## src/rtl/assert_macros.svh

```systemverilog
// Assertion macros used by ppsc_ctrl.
// No dependencies.
`ifndef ASSERT_MACROS_SVH
`define ASSERT_MACROS_SVH

// Clocked assertion, off while reset is high.
`define ASSERT_CLK(lbl, clk, rst, prop, msg) \
   lbl: assert property (@(posedge clk) disable iff (rst) prop) else $error(msg);

// Clocked assertion, checked in reset too.
`define ASSERT_ALWAYS(lbl, clk, prop, msg) \
   lbl: assert property (@(posedge clk) prop) else $error(msg);

`endif

```

## src/rtl/ppsc_pkg.sv

```systemverilog
// Package for the pure pursuit steering block: widths, constants, codes,
// controller states, command and status structs, CORDIC arctangent table.
// No dependencies.
package ppsc_pkg;

   localparam int DEF_PATH_DEPTH   = 256;
   localparam int DEF_CORDIC_ITERS = 16;
   localparam int DEF_RPM_PER_MPS  = 300;
   localparam int DEF_GRIP_GRAVITY = 3767;

   localparam int DIV_W  = 56;           // dividend / radicand width
   localparam int DEN_W  = 24;           // divisor width
   localparam int ROOT_W = DIV_W / 2;
   localparam int XY_W   = 44;           // CORDIC x, y
   localparam int Z_W    = 33;           // CORDIC angle, rad * 2^29
   localparam int CSR_IDX_W = 3;
   localparam int CSR_DATA_W = 20;

   localparam logic signed [Z_W-1:0] ANG_HALF_PI = 33'sd843314856;
   localparam logic signed [Z_W-1:0] ANG_PI      = 33'sd1686629713;
   localparam logic signed [XY_W-1:0] SINE_GAIN  = 44'sd652032874;
   localparam logic [DEN_W-1:0] MIN_CURV = 24'd105;

   localparam logic [CSR_IDX_W-1:0] CSR_MIN_LA    = 3'd0;
   localparam logic [CSR_IDX_W-1:0] CSR_MAX_LA    = 3'd1;
   localparam logic [CSR_IDX_W-1:0] CSR_LA_GAIN   = 3'd2;
   localparam logic [CSR_IDX_W-1:0] CSR_INV_SPACE = 3'd3;
   localparam logic [CSR_IDX_W-1:0] CSR_WHEELBASE = 3'd4;
   localparam logic [CSR_IDX_W-1:0] CSR_AXLE_OFS  = 3'd5;
   localparam logic [CSR_IDX_W-1:0] CSR_TAU       = 3'd6;
   localparam logic [CSR_IDX_W-1:0] CSR_RPM_STEP  = 3'd7;

   typedef enum logic [4:0] {
      OP_NONE, OP_LOAD, OP_CAPTURE, OP_MUL_LA, OP_LA, OP_MUL_IDX, OP_IDX,
      OP_RDMEM, OP_CURV, OP_RDIV, OP_SQRT, OP_RPM, OP_ATAN1, OP_SIN,
      OP_MUL_WB, OP_ATAN2, OP_FILT, OP_FDIV, OP_FINISH
   } op_type;

   typedef enum logic [4:0] {
      S_IDLE, S_MUL_LA, S_LA, S_MUL_IDX, S_IDX, S_RDMEM, S_CURV,
      S_RDIV_GO, S_RDIV_W, S_SQRT_GO, S_SQRT_W, S_RPM,
      S_ATAN1_GO, S_ATAN1_W, S_SIN_GO, S_SIN_W, S_MUL_WB,
      S_ATAN2_GO, S_ATAN2_W, S_FILT, S_FDIV_GO, S_FDIV_W, S_FINISH
   } state_type;

   typedef struct packed {
      op_type op;
   } cmd_type;

   typedef struct packed {
      logic done;       // a multi-cycle unit finished
      logic straight;   // target y is zero
      logic dt_zero;    // elapsed time is zero
   } stat_type;

   // atan(2^-i) in rad * 2^29
   function automatic logic [31:0] atan_val(input logic [4:0] i);
      logic [31:0] v;
      case (i)
         5'd0:  v = 32'd421657428;
         5'd1:  v = 32'd248918915;
         5'd2:  v = 32'd131521917;
         5'd3:  v = 32'd66762579;
         5'd4:  v = 32'd33510843;
         5'd5:  v = 32'd16771758;
         5'd6:  v = 32'd8387925;
         5'd7:  v = 32'd4194219;
         5'd8:  v = 32'd2097141;
         5'd9:  v = 32'd1048575;
         5'd10: v = 32'd524288;
         5'd11: v = 32'd262144;
         5'd12: v = 32'd131072;
         5'd13: v = 32'd65536;
         5'd14: v = 32'd32768;
         5'd15: v = 32'd16384;
         5'd16: v = 32'd8192;
         5'd17: v = 32'd4096;
         5'd18: v = 32'd2048;
         5'd19: v = 32'd1024;
         5'd20: v = 32'd512;
         5'd21: v = 32'd256;
         5'd22: v = 32'd128;
         5'd23: v = 32'd64;
         default: v = 32'd0;
      endcase
      return v;
   endfunction

endpackage

```

## src/rtl/ppsc_ctrl.sv

```systemverilog
// Sequencer for the pure pursuit block: handshakes and datapath commands.
// Depends on ppsc_pkg and assert_macros.svh.
`include "assert_macros.svh"
module ppsc_ctrl (
   input  logic                clock,
   input  logic                reset,
   input  logic                req_valid,
   input  logic                req_kind,
   output logic                req_ready,
   output logic                rsp_valid,
   input  logic                rsp_ready,
   input  ppsc_pkg::stat_type  stat,
   output ppsc_pkg::cmd_type   cmd
);
   ppsc_pkg::state_type state_ff, state_in;
   logic rsp_valid_ff, rsp_valid_in;

   always_ff @(posedge clock) begin
      if (reset) begin
         state_ff     <= ppsc_pkg::S_IDLE;
         rsp_valid_ff <= 1'b0;
      end else begin
         state_ff     <= state_in;
         rsp_valid_ff <= rsp_valid_in;
      end
   end

   always_comb begin
      state_in     = state_ff;
      rsp_valid_in = rsp_valid_ff && !rsp_ready;
      req_ready    = 1'b0;
      cmd.op       = ppsc_pkg::OP_NONE;
      case (state_ff)
         ppsc_pkg::S_IDLE: begin
            req_ready = 1'b1;
            if (req_valid) begin
               if (req_kind) begin
                  cmd.op   = ppsc_pkg::OP_CAPTURE;
                  state_in = ppsc_pkg::S_MUL_LA;
               end else begin
                  cmd.op = ppsc_pkg::OP_LOAD;
               end
            end
         end
         ppsc_pkg::S_MUL_LA: begin
            cmd.op = ppsc_pkg::OP_MUL_LA; state_in = ppsc_pkg::S_LA;
         end
         ppsc_pkg::S_LA: begin
            cmd.op = ppsc_pkg::OP_LA; state_in = ppsc_pkg::S_MUL_IDX;
         end
         ppsc_pkg::S_MUL_IDX: begin
            cmd.op = ppsc_pkg::OP_MUL_IDX; state_in = ppsc_pkg::S_IDX;
         end
         ppsc_pkg::S_IDX: begin
            cmd.op = ppsc_pkg::OP_IDX; state_in = ppsc_pkg::S_RDMEM;
         end
         ppsc_pkg::S_RDMEM: begin
            cmd.op = ppsc_pkg::OP_RDMEM; state_in = ppsc_pkg::S_CURV;
         end
         ppsc_pkg::S_CURV: begin
            cmd.op = ppsc_pkg::OP_CURV; state_in = ppsc_pkg::S_RDIV_GO;
         end
         ppsc_pkg::S_RDIV_GO: begin
            cmd.op = ppsc_pkg::OP_RDIV; state_in = ppsc_pkg::S_RDIV_W;
         end
         ppsc_pkg::S_RDIV_W: begin
            if (stat.done) state_in = ppsc_pkg::S_SQRT_GO;
         end
         ppsc_pkg::S_SQRT_GO: begin
            cmd.op = ppsc_pkg::OP_SQRT; state_in = ppsc_pkg::S_SQRT_W;
         end
         ppsc_pkg::S_SQRT_W: begin
            if (stat.done) state_in = ppsc_pkg::S_RPM;
         end
         ppsc_pkg::S_RPM: begin
            cmd.op   = ppsc_pkg::OP_RPM;
            state_in = stat.straight ? ppsc_pkg::S_FILT : ppsc_pkg::S_ATAN1_GO;
         end
         ppsc_pkg::S_ATAN1_GO: begin
            cmd.op = ppsc_pkg::OP_ATAN1; state_in = ppsc_pkg::S_ATAN1_W;
         end
         ppsc_pkg::S_ATAN1_W: begin
            if (stat.done) state_in = ppsc_pkg::S_SIN_GO;
         end
         ppsc_pkg::S_SIN_GO: begin
            cmd.op = ppsc_pkg::OP_SIN; state_in = ppsc_pkg::S_SIN_W;
         end
         ppsc_pkg::S_SIN_W: begin
            if (stat.done) state_in = ppsc_pkg::S_MUL_WB;
         end
         ppsc_pkg::S_MUL_WB: begin
            cmd.op = ppsc_pkg::OP_MUL_WB; state_in = ppsc_pkg::S_ATAN2_GO;
         end
         ppsc_pkg::S_ATAN2_GO: begin
            cmd.op = ppsc_pkg::OP_ATAN2; state_in = ppsc_pkg::S_ATAN2_W;
         end
         ppsc_pkg::S_ATAN2_W: begin
            if (stat.done) state_in = ppsc_pkg::S_FILT;
         end
         ppsc_pkg::S_FILT: begin
            cmd.op   = ppsc_pkg::OP_FILT;
            state_in = stat.dt_zero ? ppsc_pkg::S_FINISH : ppsc_pkg::S_FDIV_GO;
         end
         ppsc_pkg::S_FDIV_GO: begin
            cmd.op = ppsc_pkg::OP_FDIV; state_in = ppsc_pkg::S_FDIV_W;
         end
         ppsc_pkg::S_FDIV_W: begin
            if (stat.done) state_in = ppsc_pkg::S_FINISH;
         end
         ppsc_pkg::S_FINISH: begin
            // output register must be free before the result beat is loaded
            if (!rsp_valid_ff || rsp_ready) begin
               cmd.op       = ppsc_pkg::OP_FINISH;
               rsp_valid_in = 1'b1;
               state_in     = ppsc_pkg::S_IDLE;
            end
         end
         default: state_in = ppsc_pkg::S_IDLE;
      endcase
   end

   assign rsp_valid = rsp_valid_ff;

   `ASSERT_CLK(a_finish_room, clock, reset, (cmd.op == ppsc_pkg::OP_FINISH) |-> (!rsp_valid_ff || rsp_ready), "result beat loaded over a pending one")
   `ASSERT_CLK(a_rsp_from_finish, clock, reset, $rose(rsp_valid_ff) |-> ($past(state_ff) == ppsc_pkg::S_FINISH), "result valid raised outside finish")
   `ASSERT_CLK(a_done_in_wait, clock, reset, stat.done |-> (state_ff == ppsc_pkg::S_RDIV_W || state_ff == ppsc_pkg::S_SQRT_W || state_ff == ppsc_pkg::S_ATAN1_W || state_ff == ppsc_pkg::S_SIN_W || state_ff == ppsc_pkg::S_ATAN2_W || state_ff == ppsc_pkg::S_FDIV_W), "unit done while not waiting")
endmodule

```

## config.mk

```make
export PLATFORM = sky130hd
export DESIGN_NAME = ppsc_ctrl
export DESIGN_NICKNAME = d
export VERILOG_FILES = /design/src/rtl/ppsc_pkg.sv /design/src/rtl/ppsc_ctrl.sv
export VERILOG_INCLUDE_DIRS = /design/src /design/src/rtl
export SDC_FILE = /design/constraint.sdc
export NUM_CORES = 1
export LEC_CHECK = 0
export ABC_AREA = 1
export BUFFER_PORTS_ARGS = -buffer_cell sky130_fd_sc_hd__buf_2
export CORE_MARGIN = 4
export CORE_UTILIZATION = 50
export DETAILED_ROUTE_END_ITERATION = 10
export PLACE_DENSITY = 0.79
export SYNTH_ARGS = -nofsm -noshare
export SYNTH_HDL_FRONTEND = slang
export SYNTH_SLANG_ARGS = --single-unit
export TNS_END_PERCENT = 10
```

## constraint.sdc

```tcl
create_clock -name clock -period 4.7 [get_ports clock]
set_clock_uncertainty 0.15 [all_clocks]
set_input_delay 0.94 -clock clock [delete_from_list [all_inputs] [get_ports clock]]
set_output_delay 0.94 -clock clock [all_outputs]
set_load 0.005 [all_outputs]
```

## After elaboration in Yosys (flattened, before gate mapping)

Cells that the tools add are included.

| operators by class | value |
|---|---|
| equality and inequality tests | 31 |
| multiplexer cells | 19 |
| reductions and logical operators | 6 |

Operators with widths:

| kind | number |
|---|---|
| case mux 5 bit (23 select lines) | 1 |
| case mux 5 bit (17 select lines) | 1 |
| 2-to-1 mux 5 bit | 11 |
| == test 5 x 4 -> 1 bit, second input constant | 8 |
| == test 5 bit, second input constant | 7 |
| == test 5 x 3 -> 1 bit, second input constant | 4 |
| != test 2 bit, second input constant | 9 |
| == test 5 x 2 -> 1 bit, second input constant | 2 |
| AND reduction 9 bit | 1 |
| 2-to-1 mux 2 bit | 3 |
| == test 5 x 1 -> 1 bit, second input constant | 1 |
| logical NOT 5 bit | 1 |
| 2-to-1 mux 1 bit | 3 |
| logical NOT 1 bit | 2 |
| logical AND 1 bit | 1 |
| logical OR 1 bit | 1 |

| word-level totals | value |
|---|---|
| register bits | 6 |
| input bits | 8 |
| output and inout port bits | 7 |
| word-level logic and storage cells | 58 |

## Logic depth before layout (Yosys ltp)

| depth | value |
|---|---|
| word-level depth | 4 |
| mapped depth | 11 |
| depth with buffers taken out | 10 |

## Least setup slack after synthesis

Ideal clock, no wire load.

| path | value |
|---|---|
| path type | input to output |
| from | input rsp_ready |
| to | output cmd[1] in the netlist's numbering |
| data arrival time | 1.387 ns |
| data required time | 3.610 ns |
| setup slack | 2.223 ns |
| cell stages on the path | 4 |
| buffers on the path | 0 |
| cell sequence | nor2_1 > nor2_1 > a31oi_1 > nand4_1 |

RTL lines:

| element | line | text |
|---|---|---|
| start, declared | ppsc_ctrl.sv:11 | `input logic rsp_ready,` |
| end, declared | ppsc_ctrl.sv:13 | `output ppsc_pkg::cmd_type cmd` |

==> flow_summary.toml <==
[outcome]
outcome = "completed"

[cts]
tritoncts_num_sinks = 6
clk_transition_reported_paths_ns = 0.04
cts_inserted_buffers = 3
cts_tree = "yes"
worst_skew_pair.late_latency_ns = 0.24
cts_root_buffer = "sky130_fd_sc_hd__clkbuf_4"
cts.repair_timing.setup_buffer_count = 0
hold_buffer_count_at_cts = 0
htree_num_levels = 1
clock_path_buffers = 2
cts.repair.resized = 0

[run]
cap_viol_max_count = 0

[floorplanning]
initial_core_util = 0.557
die-area_um2 = 2510
top_level_ports = 15
die_w_um = 50.1
core.rowCount = 14
floorplan.die.height_um = 50.1
core_region_area_um2 = 1590

[pwr]
ir_drop_v = 0.000355
cellLeakagePower_nw = 0.542
post-layout-total-power_mw = 0.509
power_per_cell_area_nw_per_um2 = 519

[place]
placement.io_buffers = 14
place_congestion = 1.00
hpwl_um = 1990

[critical_path]
path_max_fanout = 16
critPathArrivalTime_ns = 2.00
critPathLaunchType = "register"
cell_breakdown_of_the_critical_path = "inv_1 -> nand2_2 -> inv_1 -> nand2_1 -> inv_1 -> a31oi_1 -> nand4_1 -> buf_2"
cpMostUsedCell = "sky130_fd_sc_hd__inv_1"
critPathCaptureType = "output port"
criticalPathCategory = "register to output port"
critPathRequiredTime_ns = 3.61
critPathSlowestCell = "sky130_fd_sc_hd__dfxtp_1"
cp_slowest_stage_delay_ns = 0.74

[drt]
post_drt_via_cell_ratio = 5.39
remaining_drc_errors = 0
wire_per_inst_um = 12.1
detail_route.first_pass.iterations = 5
route.final.wire_length_um = 2450
drtAntennaViolNets = 0
route.vias.total = 1088
drt_first_iter_violations = 64

[sta]
grt_setup_unrepaired = "no"
fin_setup_tns_ns = 0
timing_worst_slew_pin_value_ns = 0.672
report.final.setup_viol = 0
hold_violations = 0
slew_headroom = 0.552
slew_viol_final = 0
finalWorstPathRequiredPeriod_ns = 3.09
max_clock_freq_mhz = 324
finalCritPeriodShare = 0.658

[yosys]
netlist-cell-type-count = 26
synth-seq-cells = 6
synthCells = 165
synth.yosys.warnings = 0
synth.avg_cell_area_um2 = 5.38
netlist_area_um2 = 887
syn-num-nets = 173
synth.yosys.seq_area_share = 0.135

[finish]
post-route-util = 0.615
layout-area-overhead-vs-synth_pct = 10.6
design.final.nets = 188
antenna-diode-count = 0
layout.cells.most_common = "sky130_fd_sc_hd__nand2_1"
mostFrequentLayoutCells = "sky130_fd_sc_hd__nand2_1 (40), sky130_fd_sc_hd__nor2_1 (27), sky130_fd_sc_hd__inv_1 (20)"
fillers = 155
final_layout_size_suffix_gt1_frac = 0.219

[grt]
grt_start_max_net_pins = 17
grt_remaining_overflow = 0
antenna_found_initial = 0
gr-usage-all-layers = 0.211
grt_pass1_vias = 929
grt_first_pass_wirelength_um = 4150

[min_path]
holdCritPathClass = "register to register"
-- state kept, by name (all words and copies together) (netlist names) --
register,count
rsp_valid,1
state_ff,5
-- metrics by stage --
stage	instance area, µm²	instances	setup slack [ns]	hold slack, ns
after global placement	958	199	1.89	0.373
after detailed placement	958	199	1.80	0.387
final	981	202	1.61	0.390
after global routing	981	202	1.50	0.440
after floorplan	887	165	2.22	0.378
after CTS	981	202	1.63	0.394
-- worst max-delay path: cells and delay by family (launching register included) --
family / cells / cell delay (ns)
AND/OR/NAND/NOR: 3 / 0.32
buffers and inverters: 4 / 0.56
AO/OA/AOI/OAI: 1 / 0.15
flip-flops: 1 / 0.74
-- where the power goes --
part / switching [mW] / internal, mW
registers: 0.0416 / 0.0663
logic: 0.227 / 0.128
clock network: 0.0167 / 0.0288
-- cell type report --
type / instances / area (µm²) / share of cell area
Timing Repair Buffer: 14 / 70.1 / 0.0714
Clock buffer: 3 / 22.5 / 0.0230
Inverter: 25 / 93.8 / 0.0957
Tap cell: 24 / 30.0 / 0.0306
Sequential cell: 6 / 120 / 0.122
Multi-Input combinational cell: 130 / 644 / 0.657
-- worst paths after layout --
check	startpoint	endpoint	slack, ns	cells after the start
setup reg to reg	state_ff[4]	state_ff[1]	2.63	9
setup / recovery	state_ff[4]	cmd[1]	1.61	8
hold / removal	rsp_valid	rsp_valid	0.39	4
hold reg to reg	rsp_valid	rsp_valid	0.39	4
-- synth_stat cells --
library cell,number,area (µm²)
sky130_fd_sc_hd__buf_2,2,10.0
sky130_fd_sc_hd__nor2_2,8,50.1
sky130_fd_sc_hd__nor3_1,3,15.0
sky130_fd_sc_hd__o21ai_1,2,10.0
sky130_fd_sc_hd__a21oi_1,10,50.1
sky130_fd_sc_hd__a21boi_0,1,7.51
sky130_fd_sc_hd__nand3_2,1,10.0
sky130_fd_sc_hd__o2111ai_1,1,8.76
sky130_fd_sc_hd__inv_2,5,18.8
sky130_fd_sc_hd__buf_4,1,7.51
sky130_fd_sc_hd__nand3_1,17,85.1
sky130_fd_sc_hd__nand3b_1,1,7.51
sky130_fd_sc_hd__nor3_4,1,16.3
sky130_fd_sc_hd__nand4_1,4,25.0
sky130_fd_sc_hd__o31ai_1,1,7.51
sky130_fd_sc_hd__o211ai_1,1,7.51
sky130_fd_sc_hd__a31oi_1,2,12.5
sky130_fd_sc_hd__buf_6,1,11.3
sky130_fd_sc_hd__o21ai_0,3,15.0
sky130_fd_sc_hd__inv_1,20,75.1
sky130_fd_sc_hd__nand2_2,4,25.0
sky130_fd_sc_hd__nand3_4,1,17.5
sky130_fd_sc_hd__nand2_1,40,150
sky130_fd_sc_hd__dfxtp_1,6,120
sky130_fd_sc_hd__nor2_4,2,22.5
sky130_fd_sc_hd__nor2_1,27,101
-- per-layer routing --
layer  vias to the layer above  part of all wire  global-route usage
li1                        557                 -                   -
met1                       456              0.43               0.300
met2                        64              0.43               0.300
met3                        11             0.098              0.0181
met4                         0             0.042               0.138
met5                         -                 0                   0
-- cells by family after synthesis --
kind of cell	count (synthesis)	share of synthesized area
buffers and inverters	29	0.138
AND/OR/NAND/NOR	109	0.592
AO/OA/AOI/OAI	21	0.134
flip-flops	6	0.135
No activity file was read; power rests on OpenSTA's default activity.
